--- src/rtl/core/history_replay_session_tracker_macros.svh ---
// Assertion macros shared by the history replay session tracker RTL.
// Users must provide clk and arst_n in the enclosing module.
`ifndef HISTORY_REPLAY_SESSION_TRACKER_MACROS_SVH
`define HISTORY_REPLAY_SESSION_TRACKER_MACROS_SVH

// same-cycle implication, disabled during reset
`define HRST_ASSERT_NOW(label, ante, cons, msg) \
	label: assert property (@(posedge clk) disable iff (!arst_n) (ante) |-> (cons)) \
		else $error(msg);

// next-cycle implication, disabled during reset
`define HRST_ASSERT_NEXT(label, ante, cons, msg) \
	label: assert property (@(posedge clk) disable iff (!arst_n) (ante) |=> (cons)) \
		else $error(msg);

`endif

--- src/rtl/core/hrst_pkg.sv ---
// Types and codes for the history replay session tracker.
// No dependencies; used by hrst_cfg, hrst_core and the top level.
package hrst_pkg;

	typedef enum logic [3:0] {
		PH_IDLE      = 4'd0,
		PH_SEEKING   = 4'd1,
		PH_REQUESTED = 4'd2,
		PH_REPLAYING = 4'd3,
		PH_DONE      = 4'd4,
		PH_EMPTY     = 4'd5,
		PH_BUSY      = 4'd6,
		PH_FAILED    = 4'd7,
		PH_NO_ROUTER = 4'd8,
		PH_TIMEOUT   = 4'd9
	} phase_t;

	// event kinds
	localparam logic [2:0] FN_SENT   = 3'd0;
	localparam logic [2:0] FN_FAIL   = 3'd1;
	localparam logic [2:0] FN_STORED = 3'd2;
	localparam logic [2:0] FN_FRAME  = 3'd3;
	localparam logic [2:0] FN_TICK   = 3'd4;

	// router frame kinds
	localparam logic [3:0] FK_HEARTBEAT = 4'd0;
	localparam logic [3:0] FK_PONG      = 4'd1;
	localparam logic [3:0] FK_HISTORY   = 4'd2;
	localparam logic [3:0] FK_TEXT_DM   = 4'd3;
	localparam logic [3:0] FK_TEXT_BC   = 4'd4;
	localparam logic [3:0] FK_BUSY      = 4'd5;
	localparam logic [3:0] FK_ERROR     = 4'd6;
	localparam logic [3:0] FK_STATS     = 4'd7;

	// result event codes
	localparam logic [2:0] EV_NONE    = 3'd0;
	localparam logic [2:0] EV_ROUTER  = 3'd1;
	localparam logic [2:0] EV_HISTORY = 3'd2;
	localparam logic [2:0] EV_TEXT    = 3'd3;
	localparam logic [2:0] EV_REFUSED = 3'd4;
	localparam logic [2:0] EV_STATS   = 3'd5;

	// configuration register indexes
	localparam logic [1:0] REG_SEEK    = 2'd0;
	localparam logic [1:0] REG_REQUEST = 2'd1;
	localparam logic [1:0] REG_GAP     = 2'd2;

	localparam int unsigned CFG_AW    = 4;
	localparam int unsigned S_DATA_W  = 272;
	localparam int unsigned S_USER_W  = 8;
	localparam int unsigned M_DATA_W  = 240;
	localparam int unsigned M_USER_W  = 4;

	localparam logic [31:0] SEEK_RST    = 32'd30000;
	localparam logic [31:0] REQUEST_RST = 32'd60000;
	localparam logic [31:0] GAP_RST     = 32'd60000;

	typedef struct packed {
		logic [31:0] seek_ms;
		logic [31:0] request_ms;
		logic [31:0] gap_ms;
	} cfg_t;

	typedef struct packed {
		logic [2:0]  func;
		logic        ping;
		logic [3:0]  frame_kind;
		logic [63:0] now_ms;
		logic [31:0] now_s;
		logic [31:0] node;
		logic [7:0]  channel;
		logic        variant_ok;
		logic [31:0] rx_time;
		logic [31:0] count_value;
		logic [31:0] cursor_value;
	} item_t;

	typedef struct packed {
		phase_t      phase;
		logic [31:0] router_id;
		logic [7:0]  router_chan;
		logic [31:0] heard_s;
		logic [31:0] expected;
		logic [31:0] received;
		logic [31:0] stored;
		logic [31:0] cursor;
		logic        followup;
		logic [31:0] period;
		logic [63:0] last_ms;
	} state_t;

endpackage

--- src/rtl/core/hrst_cfg.sv ---
// APB-style register file for the three timeout settings.
// Depends on hrst_pkg.
module hrst_cfg (
	input  logic                        clk,
	input  logic                        arst_n,
	input  logic                        psel,
	input  logic                        penable,
	input  logic                        pwrite,
	input  logic [hrst_pkg::CFG_AW-1:0] paddr,
	input  logic [31:0]                 pwdata,
	output logic [31:0]                 prdata,
	output logic                        pready,
	output hrst_pkg::cfg_t              cfg
);

	logic       wr_en;
	logic [1:0] idx;

	assign pready = 1'b1;
	assign idx    = paddr[3:2];
	assign wr_en  = psel && penable && pwrite && pready;

	always_ff @(posedge clk or negedge arst_n) begin
		if (!arst_n) begin
			cfg.seek_ms    <= hrst_pkg::SEEK_RST;
			cfg.request_ms <= hrst_pkg::REQUEST_RST;
			cfg.gap_ms     <= hrst_pkg::GAP_RST;
		end else if (wr_en) begin
			case (idx)
				hrst_pkg::REG_SEEK:    cfg.seek_ms    <= pwdata;
				hrst_pkg::REG_REQUEST: cfg.request_ms <= pwdata;
				hrst_pkg::REG_GAP:     cfg.gap_ms     <= pwdata;
				default: ;
			endcase
		end
	end

	always_comb begin
		case (idx)
			hrst_pkg::REG_SEEK:    prdata = cfg.seek_ms;
			hrst_pkg::REG_REQUEST: prdata = cfg.request_ms;
			hrst_pkg::REG_GAP:     prdata = cfg.gap_ms;
			default:               prdata = 32'h0;
		endcase
	end

endmodule

--- src/rtl/core/hrst_core.sv ---
// Session state registers and the per-word update logic.
// Depends on hrst_pkg.
module hrst_core (
	input  logic             clk,
	input  logic             arst_n,
	input  logic             adv,
	input  hrst_pkg::item_t  item,
	input  hrst_pkg::cfg_t   cfg,
	output hrst_pkg::state_t st,
	output logic [2:0]       ev,
	output logic             fired
);

	hrst_pkg::state_t st_q;
	hrst_pkg::state_t nx;
	logic             running;
	logic             keep_router;
	logic             note;
	logic [31:0]      heard;
	logic [31:0]      recv_inc;
	logic [63:0]      since;

	assign st = st_q;

	assign running = (st_q.phase == hrst_pkg::PH_REQUESTED) ||
		(st_q.phase == hrst_pkg::PH_REPLAYING);
	// first router heard wins while a request runs
	assign keep_router = running && (st_q.router_id != 32'h0) &&
		(st_q.router_id != item.node);
	assign heard    = (item.rx_time != 32'h0) ? item.rx_time : item.now_s;
	assign recv_inc = (st_q.received == 32'hFFFF_FFFF) ? st_q.received :
		st_q.received + 32'd1;
	// backwards time counts as no elapsed time
	assign since = (item.now_ms > st_q.last_ms) ? item.now_ms - st_q.last_ms : 64'h0;

	always_comb begin
		nx    = st_q;
		ev    = hrst_pkg::EV_NONE;
		fired = 1'b0;
		note  = 1'b0;
		case (item.func)
			hrst_pkg::FN_SENT: begin
				nx.last_ms  = item.now_ms;
				nx.expected = 32'h0;
				nx.received = 32'h0;
				nx.stored   = 32'h0;
				nx.followup = 1'b0;
				if (item.ping) begin
					nx.phase = hrst_pkg::PH_SEEKING;
				end else begin
					nx.phase       = hrst_pkg::PH_REQUESTED;
					nx.router_id   = item.node;
					nx.router_chan = item.channel;
				end
			end
			hrst_pkg::FN_FAIL: begin
				nx.followup = 1'b0;
				nx.phase    = hrst_pkg::PH_FAILED;
			end
			hrst_pkg::FN_STORED: begin
				if (st_q.stored != 32'hFFFF_FFFF) begin
					nx.stored = st_q.stored + 32'd1;
				end
			end
			hrst_pkg::FN_FRAME: begin
				if (st_q.phase == hrst_pkg::PH_SEEKING &&
					(item.frame_kind == hrst_pkg::FK_HEARTBEAT ||
					item.frame_kind == hrst_pkg::FK_PONG)) begin
					nx.followup = 1'b1;
				end
				case (item.frame_kind)
					hrst_pkg::FK_HEARTBEAT: begin
						note = 1'b1;
						if (item.variant_ok) begin
							nx.period = item.count_value;
						end
						ev = hrst_pkg::EV_ROUTER;
					end
					hrst_pkg::FK_PONG: begin
						note       = 1'b1;
						nx.last_ms = item.now_ms;
						ev         = hrst_pkg::EV_ROUTER;
					end
					hrst_pkg::FK_HISTORY: begin
						note       = 1'b1;
						nx.last_ms = item.now_ms;
						if (item.variant_ok) begin
							nx.expected = item.count_value;
							nx.cursor   = item.cursor_value;
						end
						nx.received = 32'h0;
						nx.stored   = 32'h0;
						nx.phase    = (nx.expected == 32'h0) ? hrst_pkg::PH_EMPTY :
							hrst_pkg::PH_REPLAYING;
						ev          = hrst_pkg::EV_HISTORY;
					end
					hrst_pkg::FK_TEXT_DM, hrst_pkg::FK_TEXT_BC: begin
						if (item.variant_ok) begin
							nx.last_ms  = item.now_ms;
							nx.received = recv_inc;
							nx.phase    = (st_q.expected != 32'h0 &&
								recv_inc >= st_q.expected) ? hrst_pkg::PH_DONE :
								hrst_pkg::PH_REPLAYING;
							ev          = hrst_pkg::EV_TEXT;
						end
					end
					hrst_pkg::FK_BUSY: begin
						note       = 1'b1;
						nx.last_ms = item.now_ms;
						nx.phase   = hrst_pkg::PH_BUSY;
						ev         = hrst_pkg::EV_REFUSED;
					end
					hrst_pkg::FK_ERROR: begin
						note       = 1'b1;
						nx.last_ms = item.now_ms;
						nx.phase   = hrst_pkg::PH_FAILED;
						ev         = hrst_pkg::EV_REFUSED;
					end
					hrst_pkg::FK_STATS: begin
						note = 1'b1;
						ev   = hrst_pkg::EV_STATS;
					end
					default: ;
				endcase
				if (note && !keep_router) begin
					nx.router_id   = item.node;
					nx.router_chan = item.channel;
					nx.heard_s     = heard;
				end
			end
			hrst_pkg::FN_TICK: begin
				case (st_q.phase)
					hrst_pkg::PH_SEEKING: begin
						if (since >= {32'h0, cfg.seek_ms}) begin
							nx.followup = 1'b0;
							nx.phase    = hrst_pkg::PH_NO_ROUTER;
							fired       = 1'b1;
						end
					end
					hrst_pkg::PH_REQUESTED: begin
						if (since >= {32'h0, cfg.request_ms}) begin
							nx.phase       = hrst_pkg::PH_TIMEOUT;
							nx.router_id   = 32'h0;
							nx.router_chan = 8'h0;
							nx.cursor      = 32'h0;
							fired          = 1'b1;
						end
					end
					hrst_pkg::PH_REPLAYING: begin
						if (since >= {32'h0, cfg.gap_ms}) begin
							nx.phase = hrst_pkg::PH_DONE;
							fired    = 1'b1;
						end
					end
					default: ;
				endcase
			end
			default: ;
		endcase
	end

	always_ff @(posedge clk or negedge arst_n) begin
		if (!arst_n) begin
			st_q <= '0;
		end else if (adv) begin
			st_q <= nx;
		end
	end

endmodule

--- src/rtl/core/history_replay_session_tracker.sv ---
// Path: input register, update logic, result register; a word advances from the input
// register when the result register is empty or drained. Throughput: one word per cycle
// unless the result word stalls. The session state registers are updated as the result
// register loads, so they double as the result payload. Reset clears all state and the
// valid flags at once, and loads the timeouts with 30000, 60000 and 60000 ms.
module history_replay_session_tracker (
	input  logic                          clk,
	input  logic                          arst_n,
	// slave side
	input  logic                          s_tvalid,
	output logic                          s_tready,
	// now_ms, now_s, req_tag, node, channel, variant_ok, rx_time,
	// count_value, cursor_value, zero pad
	input  logic [hrst_pkg::S_DATA_W-1:0] s_tdata,
	// func, ping, frame_kind
	input  logic [hrst_pkg::S_USER_W-1:0] s_tuser,
	// master side
	output logic                          m_tvalid,
	input  logic                          m_tready,
	// session_state, router_node, router_chan, router_heard_s, expected_count,
	// received_count, stored_count, next_cursor, followup_flag, beat_period, zero pad
	output logic [hrst_pkg::M_DATA_W-1:0] m_tdata,
	// event_res, tick_fired
	output logic [hrst_pkg::M_USER_W-1:0] m_tuser,
	// configuration
	input  logic                          psel,
	input  logic                          penable,
	input  logic                          pwrite,
	input  logic [hrst_pkg::CFG_AW-1:0]   paddr,
	input  logic [31:0]                   pwdata,
	output logic [31:0]                   prdata,
	output logic                          pready
);

`include "history_replay_session_tracker_macros.svh"

	hrst_pkg::cfg_t   cfg;
	hrst_pkg::item_t  in_item;
	hrst_pkg::item_t  item_s1;
	hrst_pkg::state_t st;
	logic             valid_s1;
	logic             adv;
	logic [2:0]       ev;
	logic             fired;
	logic [2:0]       ev_q;
	logic             fired_q;

	assign in_item.func         = s_tuser[2:0];
	assign in_item.ping         = s_tuser[3];
	assign in_item.frame_kind   = s_tuser[7:4];
	assign in_item.now_ms       = s_tdata[63:0];
	assign in_item.now_s        = s_tdata[95:64];
	assign in_item.node         = s_tdata[159:128];
	assign in_item.channel      = s_tdata[167:160];
	assign in_item.variant_ok   = s_tdata[168];
	assign in_item.rx_time      = s_tdata[200:169];
	assign in_item.count_value  = s_tdata[232:201];
	assign in_item.cursor_value = s_tdata[264:233];

	// advance when the result register is empty or being drained
	assign adv      = valid_s1 && (!m_tvalid || m_tready);
	assign s_tready = !valid_s1 || adv;

	always_ff @(posedge clk or negedge arst_n) begin
		if (!arst_n) begin
			valid_s1 <= 1'b0;
		end else if (s_tready) begin
			valid_s1 <= s_tvalid;
		end
	end

	always_ff @(posedge clk) begin
		if (s_tready && s_tvalid) begin
			item_s1 <= in_item;
		end
	end

	hrst_cfg u_cfg (
		.clk     (clk),
		.arst_n  (arst_n),
		.psel    (psel),
		.penable (penable),
		.pwrite  (pwrite),
		.paddr   (paddr),
		.pwdata  (pwdata),
		.prdata  (prdata),
		.pready  (pready),
		.cfg     (cfg)
	);

	hrst_core u_core (
		.clk    (clk),
		.arst_n (arst_n),
		.adv    (adv),
		.item   (item_s1),
		.cfg    (cfg),
		.st     (st),
		.ev     (ev),
		.fired  (fired)
	);

	always_ff @(posedge clk or negedge arst_n) begin
		if (!arst_n) begin
			m_tvalid <= 1'b0;
			ev_q     <= hrst_pkg::EV_NONE;
			fired_q  <= 1'b0;
		end else begin
			if (adv) begin
				m_tvalid <= 1'b1;
				ev_q     <= ev;
				fired_q  <= fired;
			end else if (m_tready) begin
				m_tvalid <= 1'b0;
			end
		end
	end

	assign m_tuser = {fired_q, ev_q};
	assign m_tdata = {3'b000, st.period, st.followup, st.cursor, st.stored, st.received,
		st.expected, st.heard_s, st.router_chan, st.router_id, st.phase};

	`HRST_ASSERT_NEXT(a_adv_loads_result, adv, m_tvalid,
		"advanced word did not reach the result register")
	`HRST_ASSERT_NEXT(a_stall_holds_state, m_tvalid && !m_tready, $stable(st),
		"session state changed while the result word was stalled")
	`HRST_ASSERT_NOW(a_fired_is_timeout, m_tvalid && fired_q,
		ev_q == hrst_pkg::EV_NONE && (st.phase == hrst_pkg::PH_DONE ||
		st.phase == hrst_pkg::PH_NO_ROUTER || st.phase == hrst_pkg::PH_TIMEOUT),
		"timeout flag with an event or a non-terminal phase")
	`HRST_ASSERT_NOW(a_timeout_clears_router,
		m_tvalid && fired_q && st.phase == hrst_pkg::PH_TIMEOUT,
		st.router_id == 32'h0 && st.cursor == 32'h0,
		"request timeout left router or cursor set")

endmodule

--- config.mk ---
export PLATFORM = sky130hd
export DESIGN_NAME = history_replay_session_tracker
export DESIGN_NICKNAME = d
export VERILOG_FILES = /design/src/rtl/core/hrst_pkg.sv /design/src/rtl/core/hrst_cfg.sv /design/src/rtl/core/hrst_core.sv /design/src/rtl/core/history_replay_session_tracker.sv
export VERILOG_INCLUDE_DIRS = /design/src /design/src/rtl/core
export SDC_FILE = /design/constraint.sdc
export NUM_CORES = 1
export LEC_CHECK = 0
export ABC_CLOCK_PERIOD_IN_PS = 15400
export BUFFER_PORTS_ARGS = -buffer_cell sky130_fd_sc_hd__buf_4
export CORE_ASPECT_RATIO = 1.4
export CORE_UTILIZATION = 50
export CTS_CLUSTER_SIZE = 24
export DETAILED_ROUTE_END_ITERATION = 12
export PLACE_DENSITY = 0.81
export SETUP_SLACK_MARGIN = 0.15
export SYNTH_ARGS = -nofsm -noshare
export SYNTH_HDL_FRONTEND = slang
export SYNTH_HIERARCHICAL = 1
export SYNTH_SLANG_ARGS = --single-unit
--- constraint.sdc ---
create_clock -name clk -period 15.4 [get_ports clk]
set_input_delay 0.77 -clock clk [delete_from_list [all_inputs] [get_ports clk]]
set_output_delay 0.77 -clock clk [all_outputs]
set_load 0.005 [all_outputs]
* Word-level counts from Yosys, hierarchy flattened *
Cells that the tools add are included.

storage, ports and cells
  bits in registers = 644
  input bits = 323

operators by class
  add/sub/neg operators = 3
  magnitude comparators = 5
  equal/unequal tests = 37
  muxes and demuxes = 51
  reductions and logical operators = 49

operator list
  cell                                                                   number
  64-bit case mux with 2 select lines                                    3
  32-bit two-way mux                                                     11
  64-bit by 32-bit >= comparator with 1-bit output                       3
  64-bit two-way mux                                                     3
  32-bit case mux with 3 select lines                                    2
  32-bit case mux with 2 select lines                                    2
  40-bit case mux with 3 select lines                                    1
  32-bit nonzero test                                                    3
  40-bit two-way mux                                                     2
  72-bit two-way mux                                                     1
  32-bit by 1-bit adder with 32-bit output, second input constant        2
  64-bit > comparator                                                    1
  64-bit subtractor                                                      1
  44-bit two-way mux                                                     1
  32-bit equality test, second input constant                            1
  32-bit >= comparator                                                   1
  32-bit logical NOT                                                     1
  32-bit inequality test                                                 1
  32-bit inequality test, second input constant                          1
  4-bit case mux with 4 select lines                                     2
  3-bit inequality test, second input constant                           6
  4-bit by 2-bit equality test with 1-bit output, second input constant  4
  4-bit by 3-bit equality test with 1-bit output, second input constant  4
  4-bit AND reduction                                                    4
  34 further kinds                                                       84

* Depth between registers and ports, before layout *
  depth in word-level cells = 8
  gate-level depth with buffers = 26
  gate-level depth less buffers = 25

* By module *
The synthesis kept the hierarchy.

modules (own cells, without submodules)
  module                          times used  cells each  area each (sq um)  sequential area each (sq um)
  hrst_core                       1           2636        21854.7            7532.2
  history_replay_session_tracker  1           263         7537.2             7387.1
  hrst_cfg                        1           316         4399.2             2428.6

* Worst setup path before layout *
No wires, ideal clock.

  path type = input to register
  from = input port m_tready
  to = register item_s1[0] (netlist name), enable pin
  arrival time = 6.437 ns
  required time = 14.766 ns
  slack = 8.330 ns
  cell stages on the path = 2
  cells stage by stage = nand3b_1 > and2_1

on the way
  cells in the longest elaborated chain, start to end = 4

ends and longest elaborated chain
  item                    line                                  RTL
  start: declaration      history_replay_session_tracker.sv:19  input logic m_tready,
  1-bit logical OR        history_replay_session_tracker.sv:61  assign adv = valid_s1 && (!m_tvalid || m_tready);
  1-bit logical AND       history_replay_session_tracker.sv:61
  1-bit logical OR        history_replay_session_tracker.sv:62  assign s_tready = !valid_s1 || adv;
  1-bit logical AND       history_replay_session_tracker.sv:73  if (s_tready && s_tvalid) begin
  end signal: assignment  history_replay_session_tracker.sv:74  item_s1 <= in_item;
  end: declaration        history_replay_session_tracker.sv:39  hrst_pkg::item_t item_s1;

Every way passes these cells.
A chain may end at the register's enable or synchronous reset.

* Final worst setup path *
  from = register item_s1[219] (netlist name)
  to = register u_core.st_q, in the netlist u_core/st[292]

on the way
  cells in the longest elaborated chain, start to end = 5

ends and longest elaborated chain
  item                                                                   line              RTL
  64-bit subtractor / 64-bit > comparator (equally long branches)        hrst_core.sv:34   assign since = (item.now_ms > st_q.last_ms) ? item.now_ms - st_q.last_ms : 64'h0;
  64-bit two-way mux (*)                                                 hrst_core.sv:34
  64-bit by 32-bit >= comparator with 1-bit output (*)                   hrst_core.sv:141  if (since >= {32'h0, cfg.request_ms}) begin
  2-bit by 1-bit inequality test with 1-bit output (no source line) (*)  --
  6-bit AND reduction (no source line) (*)                               --
  end signal: assignment                                                 hrst_core.sv:166  st_q <= nx;
  end: declaration                                                       hrst_core.sv:14   hrst_pkg::state_t st_q;

Mark *: on every way between the ends. The rest lies on a longest branch, timed or not.

==> tab_implementation.tex <==
\begin{tabular}{lr}
\hline
Metric & Value \\
\hline
\multicolumn{2}{l}{\textbf{Timing}} \\
Count of final setup violators & 0 \\
Hold violation count in the final report & 0 \\
Post-route fraction of the period consumed by the critical path & 44.58\% \\
Number of slew-limit violations in the final report & 0 \\
Setup repair after global routing missed its margin & false \\
Final critical path time including I/O delays and setup & 6.866 ns \\
Slew @ Worst Pin & 1.170 ns \\
Final clock skew & 0.04080 ns \\
Final total negative setup slack & 0 ns \\
Worst max-slew margin expressed relative to the limit & about 22\% \\
Highest clock frequency the design can meet & about 150 MHz \\
\multicolumn{2}{l}{\textbf{Run}} \\
Max cap viols & 0 \\
\multicolumn{2}{l}{\textbf{Power}} \\
Static leakage & between 15 and 20 nW \\
Net load switching power & 0.002182 W \\
Gate power share & 35.1\% \\
Total power density per cell area & 148.6 mW/mm2 \\
Clock share of power & 28.1\% \\
Switching power as a share of total power & 35.82\% \\
Peak ir drop on the vdd network & 0.0001289 V \\
Register share of total power & 36.8\% \\
Cell-internal power & 0.003909 W \\
\multicolumn{2}{l}{\textbf{Setup path}} \\
Endpoint type of the worst setup path & flip-flop \\
Reg2Reg Setup Slack & 8.53 ns \\
Critical register-to-register path endpoint & u\_core/st[292] \\
Cells on worst reg2reg path & 18 \\
Highest-delay cell along the critical path & a311o\_2 \\
Critical path cell sequence & ha\_1 -> nand2\_1 -> o21ai\_0 -> a21oi\_1 -> o31ai\_1 -> a221o\_1 -> o21ai\_2 -> buf\_4 -> nor3b\_1 -> ha\_1 -> a21o\_1 -> a21oi\_1 -> o21ai\_0 -> a21oi\_1 -> o2111ai\_1 -> nor3\_1 -> a311o\_2 -> a22o\_1 \\
Kind of launch point of the worst setup path & flip-flop \\
Cell with the most instances on the worst path & a21oi\_1 \\
Crit-path max FO & 40 \\
Delay of the slowest cell on the worst path & 0.95 ns \\
Critical path type & reg2reg \\
Data arrival at the endpoint of the critical path & 7.43 ns \\
Required arrival time at the worst endpoint & 15.96 ns \\
Critical Path Source & item\_s1[219] \\
Launching point of the worst reg2reg path & item\_s1[219] \\
Worst setup path end & u\_core/st[292] \\
\multicolumn{2}{l}{\textbf{Synth}} \\
Share of the yosys chip area belonging to registers & between 50 and 60\% \\
Netlist Area Pre-Place & 0.03379 mm2 \\
Leading post-synthesis cells by instance count & dfrtp\_1 (382), nand2\_1 (340), edfxtp\_1 (241) \\
Cell count after synthesis & 3215 \\
Cells taking the most area after synthesis & dfrtp\_1 (28\%), edfxtp\_1 (21\%), ha\_1 (7.1\%) \\
Largest area contributor in the netlist & dfrtp\_1 \\
Yosys warnings & 6 \\
Average instance area after synthesis & between 10 and 15 um2 \\
Most frequent cell after synthesis & dfrtp\_1 \\
Ys flop type & dfrtp\_1 \\
Share of the synthesized area in the top cell type & 28.29\% \\
\#FFs+latches synth & 644 \\
Post-synth cell types & 91 \\
EDFF count, synth & 241 \\
Async set-or-reset flop fraction in the synthesized netlist & 62.58\% \\
\multicolumn{2}{l}{\textbf{Place}} \\
Placed Area & 0.03863 mm2 \\
Estimated wirelength of the detail-placed design & 78730 um \\
PortBufs & around 560 \\
Routability congestion estimate & 0.9576 \\
\multicolumn{2}{l}{\textbf{CTS}} \\
Total setup buffers inserted after CTS & 0 \\
CTS Hold Buffers Added & 0 \\
Sink count of the clock tree & 644 \\
Number of CTS-inserted buffers & 67 \\
Clock transition at the register clock pins on the worst setup and hold paths after CTS & roughly 0.06 ns \\
CTS tree & done \\
Clk Tree Root Cell & clkbuf\_16 \\
Source-to-sink clock delay at the later pin of the worst-skew pair & 0.65 ns \\
Number of H-tree levels & 3 \\
Maximum clock path buffer count & 3 \\
Number of instances resized during post-cts repair & 0 \\
\multicolumn{2}{l}{\textbf{Routing}} \\
1st-iter DRT viols & 2305 \\
Number of detailed-routing iterations run before antenna repair & 6 \\
DRT Wirelength & 104800 um \\
Detailed-route via count & about 27000 \\
Post-detailed-route wirelength per cell & 22.61 um \\
Number of vias per cell after detailed routing & 5.918 \\
Number of nets still failing antenna checks after routing & 0 \\
Remaining design rule violation count & 0 \\
\multicolumn{2}{l}{\textbf{Die}} \\
Initial cell density of the core & 50.66\% \\
Die H & 309.6 um \\
Total die area & 0.06864 mm2 \\
Number of placement rows & around 110 \\
Die width & 221.7 um \\
I/O pin count & 602 \\
Core Region & 0.06670 mm2 \\
\multicolumn{2}{l}{\textbf{Global routing}} \\
Wire length of the first global-routing pass & between 150000 and 200000 um \\
Number of global-route vias before repair & between 20000 and 30000 \\
Initial antenna violation count & 11 \\
GRT overflow & 0 \\
Global-route usage over all layers & around 30\% \\
Largest net degree at the start of global routing & 77 \\
\multicolumn{2}{l}{\textbf{Finish}} \\
Final cell area excluding filler cells & 0.04098 mm2 \\
Fill cells & 5375 \\
Finished Core Util & approximately three fifths \\
Share of layout cells above drive strength 1 & between 20\% and 30\% \\
Layout overhead on the synthesized area & 21.27\% \\
Post-layout net count & 4236 \\
\multicolumn{2}{l}{\textbf{Run status}} \\
Status & finished clean \\
\multicolumn{2}{l}{\textbf{Worst hold path}} \\
Worst Hold Class & in2async \\
\hline
\end{tabular}
[logic make-up after synthesis]
family	after synthesis	share of synthesized area [%]
mux	176	6.102
buf+inv	363	4.425
other cells	2	0.02222
flops	644	51.34
simple gates	940	13.23
fa+ha+maj	192	7.131
compound gates	767	14.36
xor+xnor	131	3.395
[worst min-delay path by stage]
stage,start,endpoint,slack [ns],depth (start not counted)
after global routing,arst_n,u_core/st[182],0.11,1
after detailed placement,item_s1[13],u_core/st[110],0.44,2
after global placement,item_s1[28],u_core/st[125],0.43,2
final,arst_n,u_core/st[183],0.08,1
after floorplan,item_s1[3],u_core/st[100],0.43,2
after CTS,arst_n,u_core/st[66],0.08,1
[critical path, delay by kind of cell (launching register included)]
kind / cells / cell delay (ns)
adders and majority gates: 2 / 0.88
buffers and inverters: 1 / 0.24
and+or+nand+nor: 3 / 1.35
DFF: 1 / 0.42
AOI/OAI and AO/OA: 12 / 3.87
[registers in the layout (all words and copies together), names as in the netlist]
| register | count |
|---|---|
| u_core/st | 301 |
| ev_q | 3 |
| fired_q | 1 |
| valid_s1 | 1 |
| m_tvalid | 1 |
| u_cfg/cfg | 96 |
| item_s1 | 241 |
[per-stage QoR]
| stage | setup WS [ns] | total power, W | instances | hold slack [ns] |
|---|---|---|---|---|
| global route | 8.300 | 0.006418 | 4634 | 0.1074 |
| finish | 8.534 | 0.006091 | 4635 | 0.07662 |
| global placement | 8.909 | 0.004310 | 4507 | 0.4299 |
| floorplan | 8.330 | 0.003565 | 3217 | 0.4260 |
| detailed placement | 8.746 | 0.004357 | 4507 | 0.4356 |
| CTS | 8.705 | 0.006095 | 4630 | 0.08252 |
[power by group through the flow]
stage | Combinational [W] | Clock, W | Sequential [W]
finish | 0.00214 | 0.00171 | 0.00224
global route | 0.00235 | 0.00180 | 0.00227
global placement | 0.00205 | 0 | 0.00226
CTS | 0.00211 | 0.00175 | 0.00224
detailed placement | 0.00209 | 0 | 0.00226
floorplan | 0.00135 | 0 | 0.00222
[layout make-up]
cell class / count / area [um2] / share of cell area (%)
sequential: 644 / 17350 / 42.33
clock inverter: 29 / 436.7 / 1.066
inverter: 217 / 814.5 / 1.988
antenna: 5 / 12.51 / 0.03053
clock buffer: 94 / 1898 / 4.632
multi-input combinational: 2210 / 15030 / 36.68
timing repair buffer: 581 / 4369 / 10.66
tap: 855 / 1070 / 2.611
[routing by layer]
| layer | routed length [um] | up-vias | GRT usage [%] |
|---|---|---|---|
| met4 | 6127 | 12 | 16.44 |
| met2 | 50780 | 1219 | 50.64 |
| met1 | 40250 | 13230 | 35.58 |
| li1 | - | 12670 | - |
| met3 | 7588 | 301 | 6.696 |
| met5 | 70 | - | 0 |
[cell usage in the layout, fill, tap and decap left out, drive strengths merged, types with 8 or more instances in the layout]
master   Yosys  routed
nor2       220     220
a22o        73      73
nand4       93      93
nand2      341     341
nand3       67      67
xnor2       88      88
xor2        43      43
mux2i       38      38
ha         191     191
nor3b        9       9
edfxtp     241     241
a221oi       8       8
o21ai      251     251
a2111oi     12      12
mux2       138     138
nor2b       20      20
and2        15      15
o31ai       27      27
a21oi      212     212
a211oi      15      15
a31oi       12      12
dfstp       21      21
and4        13      13
and3        21      21
clkinv       0      13
o21a        14      14
inv        217     223
buf         64     581
nand2b      18      18
o211ai      18      18
a32o        19      19
clkbuf      82      94
nor3        38      38
or3         10      10
dfrtp      382     382
a21o        35      35
nor4        55      55
Power figures use the tool's default switching activity.
